$ cat src/design/bmea_pkg.sv
// Shared widths and constants for the blocking mean and error accumulator.
// Used by the divider, the square-root unit and the top level; no dependencies.
package bmea_pkg;

  // Field and accumulator widths.
  localparam int VAL_W  = 24;  // block mean and running mean, Q8.16
  localparam int ERR_W  = 23;  // running error, unsigned Q7.16
  localparam int CNT_W  = 11;  // block count
  localparam int SUM_W  = 34;  // running sum of block means
  localparam int SQ_W   = 48;  // one squared block mean
  localparam int SSQ_W  = 57;  // running sum of squares
  localparam int VAR_W  = 47;  // mean of squares and variance, Q15.32

  // Shared serial divider: dividend, remainder and step counter widths.
  localparam int DIV_W  = 57;
  localparam int REM_W  = 11;
  localparam int LEN_W  = 6;

  // Serial square root: radicand and root widths.
  localparam int RAD_W  = 48;
  localparam int ROOT_W = 24;

  // Largest reportable error.
  localparam logic [ERR_W-1:0] ERR_MAX = {ERR_W{1'b1}};

endpackage

$ cat src/design/bmea_div.sv
// Radix-2 restoring divider, one quotient bit per cycle.
// Depends on bmea_pkg; the caller aligns the dividend to the top of the word.
module bmea_div
  import bmea_pkg::*;
(
  input  logic             clk,
  input  logic             rst_n,
  input  logic             start,
  input  logic [LEN_W-1:0] len,
  input  logic [DIV_W-1:0] dividend,
  input  logic [REM_W-1:0] divisor,
  output logic             done,
  output logic [DIV_W-1:0] quotient
);

  logic             busy_r;
  logic             done_r;
  logic [LEN_W-1:0] cnt_r;
  logic [DIV_W-1:0] q_r;
  logic [REM_W-1:0] rem_r;
  logic [REM_W-1:0] d_r;

  logic [REM_W:0]   trial;
  logic [REM_W:0]   diff;
  logic             ge;
  logic [REM_W-1:0] rem_nxt;

  // One restoring step: bring down the next dividend bit and try a subtract.
  always_comb begin
    trial   = {rem_r, q_r[DIV_W-1]};
    diff    = trial - {1'b0, d_r};
    ge      = (trial >= {1'b0, d_r});
    rem_nxt = ge ? diff[REM_W-1:0] : trial[REM_W-1:0];
  end

  // Control: step counter and the done pulse after the last step.
  always_ff @(posedge clk) begin
    if (!rst_n) begin
      busy_r <= 1'b0;
      done_r <= 1'b0;
      cnt_r  <= '0;
    end else begin
      done_r <= busy_r && (cnt_r == LEN_W'(1));
      if (start) begin
        busy_r <= 1'b1;
        cnt_r  <= len;
      end else if (busy_r) begin
        cnt_r <= cnt_r - LEN_W'(1);
        if (cnt_r == LEN_W'(1)) begin
          busy_r <= 1'b0;
        end
      end
    end
  end

  // Datapath: the dividend shifts out at the top while quotient bits enter below.
  always_ff @(posedge clk) begin
    if (start) begin
      q_r   <= dividend;
      rem_r <= '0;
      d_r   <= divisor;
    end else if (busy_r) begin
      q_r   <= {q_r[DIV_W-2:0], ge};
      rem_r <= rem_nxt;
    end
  end

  assign done     = done_r;
  assign quotient = q_r;

  // A new division must not be launched while one is running.
  a_no_restart: assert property (@(posedge clk) disable iff (!rst_n)
    start |-> !busy_r)
    else $error("divider restarted while busy");

endmodule

$ cat src/design/bmea_sqrt.sv
// Digit-by-digit integer square root, two radicand bits per cycle.
// Depends on bmea_pkg; takes a RAD_W-bit radicand, gives a ROOT_W-bit root.
module bmea_sqrt
  import bmea_pkg::*;
(
  input  logic              clk,
  input  logic              rst_n,
  input  logic              start,
  input  logic [RAD_W-1:0]  radicand,
  output logic              done,
  output logic [ROOT_W-1:0] root
);

  localparam int STEP_W = $clog2(ROOT_W + 1);
  localparam int RR_W   = ROOT_W + 2;

  logic              busy_r;
  logic              done_r;
  logic [STEP_W-1:0] cnt_r;
  logic [RAD_W-1:0]  rad_r;
  logic [RR_W-1:0]   rem_r;
  logic [ROOT_W-1:0] root_r;

  logic [RR_W-1:0]   rem_sh;
  logic [RR_W-1:0]   trial;
  logic              ge;

  // One step: append two radicand bits and test the root with a one appended.
  always_comb begin
    rem_sh = {rem_r[RR_W-3:0], rad_r[RAD_W-1 -: 2]};
    trial  = {root_r, 2'b01};
    ge     = (rem_sh >= trial);
  end

  // Control: fixed number of steps, then a done pulse.
  always_ff @(posedge clk) begin
    if (!rst_n) begin
      busy_r <= 1'b0;
      done_r <= 1'b0;
      cnt_r  <= '0;
    end else begin
      done_r <= busy_r && (cnt_r == STEP_W'(1));
      if (start) begin
        busy_r <= 1'b1;
        cnt_r  <= STEP_W'(ROOT_W);
      end else if (busy_r) begin
        cnt_r <= cnt_r - STEP_W'(1);
        if (cnt_r == STEP_W'(1)) begin
          busy_r <= 1'b0;
        end
      end
    end
  end

  // Datapath: radicand shift register, partial remainder and growing root.
  always_ff @(posedge clk) begin
    if (start) begin
      rad_r  <= radicand;
      rem_r  <= '0;
      root_r <= '0;
    end else if (busy_r) begin
      rad_r  <= {rad_r[RAD_W-3:0], 2'b00};
      rem_r  <= ge ? (rem_sh - trial) : rem_sh;
      root_r <= {root_r[ROOT_W-2:0], ge};
    end
  end

  assign done = done_r;
  assign root = root_r;

  // A new root must not be launched while one is running.
  a_no_restart: assert property (@(posedge clk) disable iff (!rst_n)
    start |-> !busy_r)
    else $error("square root restarted while busy");

endmodule

$ cat src/design/blocking_mean_error_accumulator.sv
// Top level of the blocking mean and standard error accumulator.
// Depends on bmea_pkg, bmea_div and bmea_sqrt.
//
//   Channel  Direction  Ports
//   in       input      in_valid, in_stall, in_block_mean, in_first_block
//   out      output     out_valid, out_stall, out_running_mean, out_running_error,
//                       out_blocks_seen, out_dropped
//
// One item is handled at a time. An item of a one-block run needs a 34-step division
// through the shared divider; any other adds a 57-step division and, if the variance
// is positive, a 47-step division and a 24-step square root. rst_n is synchronous
// and clears the sums, the count and the control. A finished result waits in the
// output register while out_stall is high, and the next transfer is taken meanwhile.
module blocking_mean_error_accumulator
  import bmea_pkg::*;
#(
  parameter int MAX_BLOCKS = 1024
) (
  input  logic                    clk,
  input  logic                    rst_n,
  input  logic                    in_valid,
  output logic                    in_stall,
  input  logic signed [VAL_W-1:0] in_block_mean,
  input  logic                    in_first_block,
  output logic                    out_valid,
  input  logic                    out_stall,
  output logic signed [VAL_W-1:0] out_running_mean,
  output logic        [ERR_W-1:0] out_running_error,
  output logic        [CNT_W-1:0] out_blocks_seen,
  output logic                    out_dropped
);

  localparam logic [CNT_W-1:0] MAX_CNT  = CNT_W'(MAX_BLOCKS);
  localparam logic [LEN_W-1:0] LEN_MEAN = LEN_W'(SUM_W);
  localparam logic [LEN_W-1:0] LEN_MSQ  = LEN_W'(SSQ_W);
  localparam logic [LEN_W-1:0] LEN_VAR  = LEN_W'(VAR_W);

  typedef enum logic [9:0] {
    S_IDLE  = 10'b0000000001,
    S_SQR   = 10'b0000000010,
    S_ACC   = 10'b0000000100,
    S_DMEAN = 10'b0000001000,
    S_MSQ   = 10'b0000010000,
    S_DSQ   = 10'b0000100000,
    S_VAR   = 10'b0001000000,
    S_DVAR  = 10'b0010000000,
    S_ROOT  = 10'b0100000000,
    S_FIN   = 10'b1000000000
  } state_t;

  state_t             state_r;
  logic               launch_r;
  logic               launch_nxt;
  logic [VAL_W-1:0]   v_r;
  logic               first_r;
  logic [SUM_W-1:0]   vs_r;
  logic [SSQ_W-1:0]   ss_r;
  logic [CNT_W-1:0]   cnt_r;
  logic [SQ_W-1:0]    sq_r;
  logic               drop_r;
  logic [VAL_W-1:0]   mean_r;
  logic [SQ_W-1:0]    mm_r;
  logic [VAR_W-1:0]   m2_r;
  logic [VAR_W-1:0]   var_r;
  logic [ERR_W-1:0]   err_r;
  logic               out_valid_r;
  logic [VAL_W-1:0]   out_mean_r;
  logic [ERR_W-1:0]   out_err_r;
  logic [CNT_W-1:0]   out_cnt_r;
  logic               out_drop_r;

  logic               in_xfer;
  logic               out_free;
  logic [VAL_W-1:0]   v_mag;
  logic [VAL_W-1:0]   mean_mag;
  logic [SUM_W-1:0]   vs_mag;
  logic [CNT_W-1:0]   cnt_base;
  logic [SUM_W-1:0]   vs_base;
  logic [SSQ_W-1:0]   ss_base;
  logic [VAR_W:0]     var_diff;
  logic [VAL_W-1:0]   q_low;

  logic               div_start;
  logic [DIV_W-1:0]   div_dividend;
  logic [REM_W-1:0]   div_divisor;
  logic [LEN_W-1:0]   div_len;
  logic               div_done;
  logic [DIV_W-1:0]   div_q;
  logic               sqrt_start;
  logic               sqrt_done;
  logic [ROOT_W-1:0]  sqrt_root;

  assign in_stall = (state_r != S_IDLE);
  assign in_xfer  = in_valid && !in_stall;
  assign out_free = !out_valid_r || !out_stall;

  // Magnitudes and the bases of the accumulation after an optional restart.
  always_comb begin
    v_mag    = v_r[VAL_W-1] ? (~v_r + VAL_W'(1)) : v_r;
    mean_mag = mean_r[VAL_W-1] ? (~mean_r + VAL_W'(1)) : mean_r;
    vs_mag   = vs_r[SUM_W-1] ? (~vs_r + SUM_W'(1)) : vs_r;
    cnt_base = first_r ? '0 : cnt_r;
    vs_base  = first_r ? '0 : vs_r;
    ss_base  = first_r ? '0 : ss_r;
    var_diff = {1'b0, m2_r} - {1'b0, mm_r[VAR_W-1:0]};
    q_low    = div_q[VAL_W-1:0];
  end

  // Divider operand selection; each dividend sits at the top of the divider word.
  always_comb begin
    case (state_r)
      S_DMEAN: begin
        div_dividend = {vs_mag, {(DIV_W-SUM_W){1'b0}}};
        div_divisor  = cnt_r[REM_W-1:0];
        div_len      = LEN_MEAN;
      end
      S_DSQ: begin
        div_dividend = ss_r;
        div_divisor  = cnt_r[REM_W-1:0];
        div_len      = LEN_MSQ;
      end
      S_DVAR: begin
        div_dividend = {var_r, {(DIV_W-VAR_W){1'b0}}};
        div_divisor  = cnt_r[REM_W-1:0] - REM_W'(1);
        div_len      = LEN_VAR;
      end
      default: begin
        div_dividend = '0;
        div_divisor  = '0;
        div_len      = '0;
      end
    endcase
  end

  assign div_start  = launch_r && (state_r != S_ROOT);
  assign sqrt_start = launch_r && (state_r == S_ROOT);

  bmea_div u_div (
    .clk      (clk),
    .rst_n    (rst_n),
    .start    (div_start),
    .len      (div_len),
    .dividend (div_dividend),
    .divisor  (div_divisor),
    .done     (div_done),
    .quotient (div_q)
  );

  bmea_sqrt u_sqrt (
    .clk      (clk),
    .rst_n    (rst_n),
    .start    (sqrt_start),
    .radicand ({1'b0, var_r}),
    .done     (sqrt_done),
    .root     (sqrt_root)
  );

  // Launch pulse for the divider or the square root on entry to each step.
  always_comb begin
    case (state_r)
      S_ACC:   launch_nxt = 1'b1;
      S_MSQ:   launch_nxt = 1'b1;
      S_VAR:   launch_nxt = !var_diff[VAR_W] && (var_diff != '0);
      S_DVAR:  launch_nxt = div_done;
      default: launch_nxt = 1'b0;
    endcase
  end

  always_ff @(posedge clk) begin
    if (!rst_n) begin
      launch_r <= 1'b0;
    end else begin
      launch_r <= launch_nxt;
    end
  end

  // Sequencer: square and accumulate, then mean and, for longer runs, mean of squares, variance and root.
  always_ff @(posedge clk) begin
    if (!rst_n) begin
      state_r  <= S_IDLE;
      vs_r     <= '0;
      ss_r     <= '0;
      cnt_r    <= '0;
    end else begin
      case (state_r)
        S_IDLE: begin
          if (in_xfer) begin
            state_r <= S_SQR;
          end
        end
        S_SQR: begin
          state_r <= S_ACC;
        end
        S_ACC: begin
          if (cnt_base < MAX_CNT) begin
            vs_r  <= vs_base + {{(SUM_W-VAL_W){v_r[VAL_W-1]}}, v_r};
            ss_r  <= ss_base + {{(SSQ_W-SQ_W){1'b0}}, sq_r};
            cnt_r <= cnt_base + CNT_W'(1);
          end
          state_r <= S_DMEAN;
        end
        S_DMEAN: begin
          if (div_done) begin
            if (cnt_r == CNT_W'(1)) begin
              state_r <= S_FIN;
            end else begin
              state_r <= S_MSQ;
            end
          end
        end
        S_MSQ: begin
          state_r <= S_DSQ;
        end
        S_DSQ: begin
          if (div_done) begin
            state_r <= S_VAR;
          end
        end
        S_VAR: begin
          if (var_diff[VAR_W] || (var_diff == '0)) begin
            state_r <= S_FIN;
          end else begin
            state_r <= S_DVAR;
          end
        end
        S_DVAR: begin
          if (div_done) begin
            state_r <= S_ROOT;
          end
        end
        S_ROOT: begin
          if (sqrt_done) begin
            state_r <= S_FIN;
          end
        end
        S_FIN: begin
          if (out_free) begin
            state_r <= S_IDLE;
          end
        end
        default: begin
          state_r <= S_IDLE;
        end
      endcase
    end
  end

  // Working datapath registers.
  always_ff @(posedge clk) begin
    if (in_xfer) begin
      v_r     <= in_block_mean;
      first_r <= in_first_block;
    end
    if (state_r == S_SQR) begin
      sq_r <= SQ_W'(v_mag) * SQ_W'(v_mag);
    end
    if (state_r == S_ACC) begin
      drop_r <= (cnt_base >= MAX_CNT);
      err_r  <= '0;
    end
    if ((state_r == S_DMEAN) && div_done) begin
      mean_r <= vs_r[SUM_W-1] ? (~q_low + VAL_W'(1)) : q_low;
    end
    if (state_r == S_MSQ) begin
      mm_r <= SQ_W'(mean_mag) * SQ_W'(mean_mag);
    end
    if ((state_r == S_DSQ) && div_done) begin
      m2_r <= div_q[VAR_W-1:0];
    end
    if (state_r == S_VAR) begin
      var_r <= var_diff[VAR_W-1:0];
    end
    if ((state_r == S_DVAR) && div_done) begin
      var_r <= div_q[VAR_W-1:0];
    end
    if ((state_r == S_ROOT) && sqrt_done) begin
      err_r <= sqrt_root[ROOT_W-1] ? ERR_MAX : sqrt_root[ERR_W-1:0];
    end
  end

  // Output register: loaded from the finished item when the last transfer has gone.
  always_ff @(posedge clk) begin
    if (!rst_n) begin
      out_valid_r <= 1'b0;
    end else if ((state_r == S_FIN) && out_free) begin
      out_valid_r <= 1'b1;
    end else if (!out_stall) begin
      out_valid_r <= 1'b0;
    end
  end

  always_ff @(posedge clk) begin
    if ((state_r == S_FIN) && out_free) begin
      out_mean_r <= mean_r;
      out_err_r  <= err_r;
      out_cnt_r  <= cnt_r;
      out_drop_r <= drop_r;
    end
  end

  assign out_valid         = out_valid_r;
  assign out_running_mean  = out_mean_r;
  assign out_running_error = out_err_r;
  assign out_blocks_seen   = out_cnt_r;
  assign out_dropped       = out_drop_r;

  // A dropped item only happens on a full run.
  a_drop_full: assert property (@(posedge clk) disable iff (!rst_n)
    out_valid_r && out_drop_r |-> out_cnt_r == MAX_CNT)
    else $error("dropped item reported on a run that is not full");

  // A single-block run carries no error.
  a_single_zero: assert property (@(posedge clk) disable iff (!rst_n)
    out_valid_r && (out_cnt_r == CNT_W'(1)) |-> out_err_r == '0)
    else $error("nonzero error reported for a single block");

  // Every reported run holds at least one block, within the limit.
  a_cnt_range: assert property (@(posedge clk) disable iff (!rst_n)
    out_valid_r |-> (out_cnt_r != '0) && (out_cnt_r <= MAX_CNT))
    else $error("reported block count out of range");

endmodule

$ cat config.mk
export PLATFORM = sky130hd
export DESIGN_NAME = blocking_mean_error_accumulator
export DESIGN_NICKNAME = d
export VERILOG_FILES = /design/src/design/bmea_pkg.sv /design/src/design/bmea_div.sv /design/src/design/bmea_sqrt.sv /design/src/design/blocking_mean_error_accumulator.sv
export SDC_FILE = /design/constraint.sdc
export NUM_CORES = 2
export LEC_CHECK = 0
export CAP_MARGIN = 30
export CORE_MARGIN = 3
export CORE_UTILIZATION = 25
export DETAILED_ROUTE_END_ITERATION = 10
export DONT_BUFFER_PORTS = 1
export GPL_ROUTABILITY_DRIVEN = 0
export HOLD_SLACK_MARGIN = 0.05
export SYNTH_ARGS = -nofsm -noshare
export SYNTH_HDL_FRONTEND = slang
export SYNTH_HIERARCHICAL = 1
export SYNTH_SLANG_ARGS = --single-unit
$ cat constraint.sdc
create_clock -name clk -period 16.8 [get_ports clk]
set_input_delay 0 -clock clk [delete_from_list [all_inputs] [get_ports clk]]
set_output_delay 0 -clock clk [all_outputs]
set_load 0.02 [all_outputs]
==> flow_summary_export.csv <==
group,metric,value,unit
synth,synth.avg_cell_area,9.462,um^2
synth,synth_seq_area_share,25.15,%
finish,layout_common_cells,"inv_1, fa_1, nand2_1",
clock_tree,cts_buffers,74,
setup_path,critPathCaptureType,"flop",
floorplanning,ioPinCount,90,
route,drt_iter0_markers,4025,
synth,synth_simple_gate_area_share,12.65,%
timing,final-hold-violation-count,0,
floorplanning,die_y,523.3,um
synth,yosys-top-cells-area,"fa_1, edfxtp_1, ha_1",
route,viasPerCell,4.673,
synth,yosys.area.top_type,"fa_1",
timing,slew-limit-headroom,28.42,%
synth,synth_cells,7070,
timing,final-setup-viol-count,0,
route,vias,49750,
timing,fin_crit_sh,64.35,%
floorplanning,die_w,523.3,um
clock_tree,clockBufferDepth,3,
setup_path,cp_max_fo,14,
synth,synth_top_area_share,25.38,%
clock_tree,cts_tree,"done",
timing,fmaxAchievable,0.09250,GHz
floorplanning,core_area,265800,um^2
finish,fin_nets,8436,
synth,synth_top_family_by_area,"adder cells",
setup_path,rrSetupSlack,5.99,ns
synth,synth_fa_ha_area_share,34.92,%
synth,ys_warn_count,6,
route,drc,0,
route,drt-wirelength-per-cell,17.12,um
finish,layout_commonest_cell,"inv_1",
global_routing,grt_max_degree,92,
global_routing,grt_pass1_wl,291100,um
placement,portBuffers,0,
run_status,status,"complete, no violations",
timing,tightest_slew,1.070,ns
setup_path,required,17.23,ns
global_routing,track_usage,13.24,%
run,cap_violations,0,
worst_hold_path,hp-class,"in -> reg",
timing,skew,0.05321,ns
timing,fin_setup_tns,0,ns
synth,synthArstFlopShare,0,%
setup_path,slowest_delay,0.58,ns
setup_path,crit_top_cell,"fa_1",
finish,area_delta_synth_final,11.07,%
setup_path,critPathSlowestCell,"fa_1",
clock_tree,cts.sink_count,623,
clock_tree,h-tree-depth,3,
worst_hold_path,hp-start,"out_stall",
synth,synthMuxAreaShare,2.473,%
floorplanning,num_rows,189,
placement,dp_hpwl,143600,um
clock_tree,clkTransAtPathRegs,0.06,ns
timing,slew_violations,0,
global_routing,grt_pass1_vias,51380,
route,ant_nets,0,
route,drtPass1Iterations,7,
setup_path,start_kind,"flop",
synth,syn-cell-area,66890,um^2
synth,synthXorXnorAreaFrac,4.319,%
global_routing,overflow,0,
floorplanning,die-area,273800,um^2
timing,period_needed,10.81,ns
global_routing,grt_antenna_before_repair,8,
setup_path,path_class,"reg -> reg",
clock_tree,clock_latency,0.69,ns
synth,synth_flop_cell,"edfxtp_1",
synth,synth.distinct_cells,101,
synth,synth-edff-count,435,
route,wl,182300,um
finish,drive_gt1_share,5.670,%
timing,rsz0062_at_grt,"no",
floorplanning,start_util,25.17,%
setup_path,worstSetupStartpoint,"mean_r[9]",
setup_path,rr_startpoint,"mean_r[9]",
synth,synth-compound-area-share,11.79,%
setup_path,worst_ep_arrival_time,11.24,ns
synth,ys_ff_latch,623,
clock_tree,cts_resized,0,
clock_tree,root_buffer,"clkbuf_16",
## per-layer routing
layer | vias up | track usage (%) | wire length, um
li1 | 23160 | - | -
met1 | 24570 | 18.85 | 84170
met2 | 1773 | 20.40 | 79240
met3 | 246 | 2.965 | 15000
met4 | 0 | 2.922 | 3908
met5 | - | 0 | 0
## worst paths after layout
kind	to	cells past startpoint
worst max-delay path	mm_r[46]	34
worst max register to register	mm_r[46]	34
worst min register to register	out_running_error[2]	0
worst min-delay path	out_running_error[4]	3
## synthesized netlist by cell type, types with 12 or more instances
master        n
mux2i_1      46
o21a_1       38
nor2_1      561
buf_1        15
nand4_1      49
inv_1      1257
o41ai_1      21
a21o_1      145
edfxtp_1    435
a21boi_0     12
o21ai_1      17
a22oi_1      36
a41oi_1      13
dfxtp_1     188
a21oi_1     354
a31oi_1      36
nor3_1       53
nor2b_1     123
nor3b_1      16
ha_1        510
o2111ai_1    12
and2_1       46
or2_2        14
nand3_1      62
a22o_1       17
nor4_1       28
clkbuf_1    251
o21bai_1     27
and3_1       42
nand2_1     713
mux2_2      106
xor2_1      114
fa_1        848
or3_1        24
o21ai_0     262
or4_1        24
xnor2_1     214
o31ai_1      36
o211ai_1     29
nand2b_1     33
a211oi_1     45
## registers in the layout, indices dropped and copies added, names as in the netlist, 23 cells and up
name,flops
err_r,23
m2_r,47
mean_r,24
mm_r,46
out_running_error,23
out_running_mean,24
sq_r,47
ss_r,57
u_div/quotient,57
u_sqrt/rad_r,48
u_sqrt/rem_r,24
u_sqrt/root,24
v_r,24
var_r,47
vs_r,34
## cells by family after synthesis
family | Yosys count
xor gates and xnor gates | 329
and+or+nand+nor | 1848
buffers and inverters | 1539
adders and majority gates | 1358
AOI/OAI and AO/OA | 1219
muxes | 152
other | 2
DFF | 623
## worst max-delay path: cells and delay by family, from the launching register on
kind,cells,cell delay (ns)
adders and majority gates,8,3.95
and+or+nand+nor,7,2.58
AOI/OAI and AO/OA,11,2.49
buffers and inverters,7,0.96
DFF,1,0.45
xor gates and xnor gates,1,0.12
## through the flow
stage / cell area (um^2) / setup WS (ns) / cells / utilization (%) / hold slack (ns)
4_1_cts: 74280 / 5.995 / 10640 / 27.95 / 0.06716
3_5_place_dp: 71200 / 6.083 / 10450 / 26.79 / 0.09900
2_1_floorplan: 67020 / 6.874 / 7103 / - / 0.09887
6_report: 74300 / 5.989 / 10650 / 27.95 / 0.06883
3_3_place_gp: 71090 / 6.371 / 10440 / 26.75 / 0.09896
5_1_grt: 74300 / 5.356 / 10650 / 27.95 / 0.09066
## repair_timing
action,4_1_cts,5_1_grt
buffers inserted,0,0
hold endpoints to repair,101,0
hold buffers,57,0
## area by class of cell
| cell class | count | area (um^2) |
|---|---|---|
| fillers | 27840 | 191500 |
| clock inverters | 42 | 484.2 |
| inverters | 1267 | 4757 |
| clock buffers | 93 | 2017 |
| repair buffers | 142 | 1284 |
| flip-flops and latches | 623 | 16830 |
| diodes | 6 | 15.01 |
| well taps | 3533 | 4420 |
| multi-input cells | 4941 | 44490 |
Power is left out: the tool's default activity adds up to more than one toggle a clock period on the data nets, which glitch-free logic cannot reach.
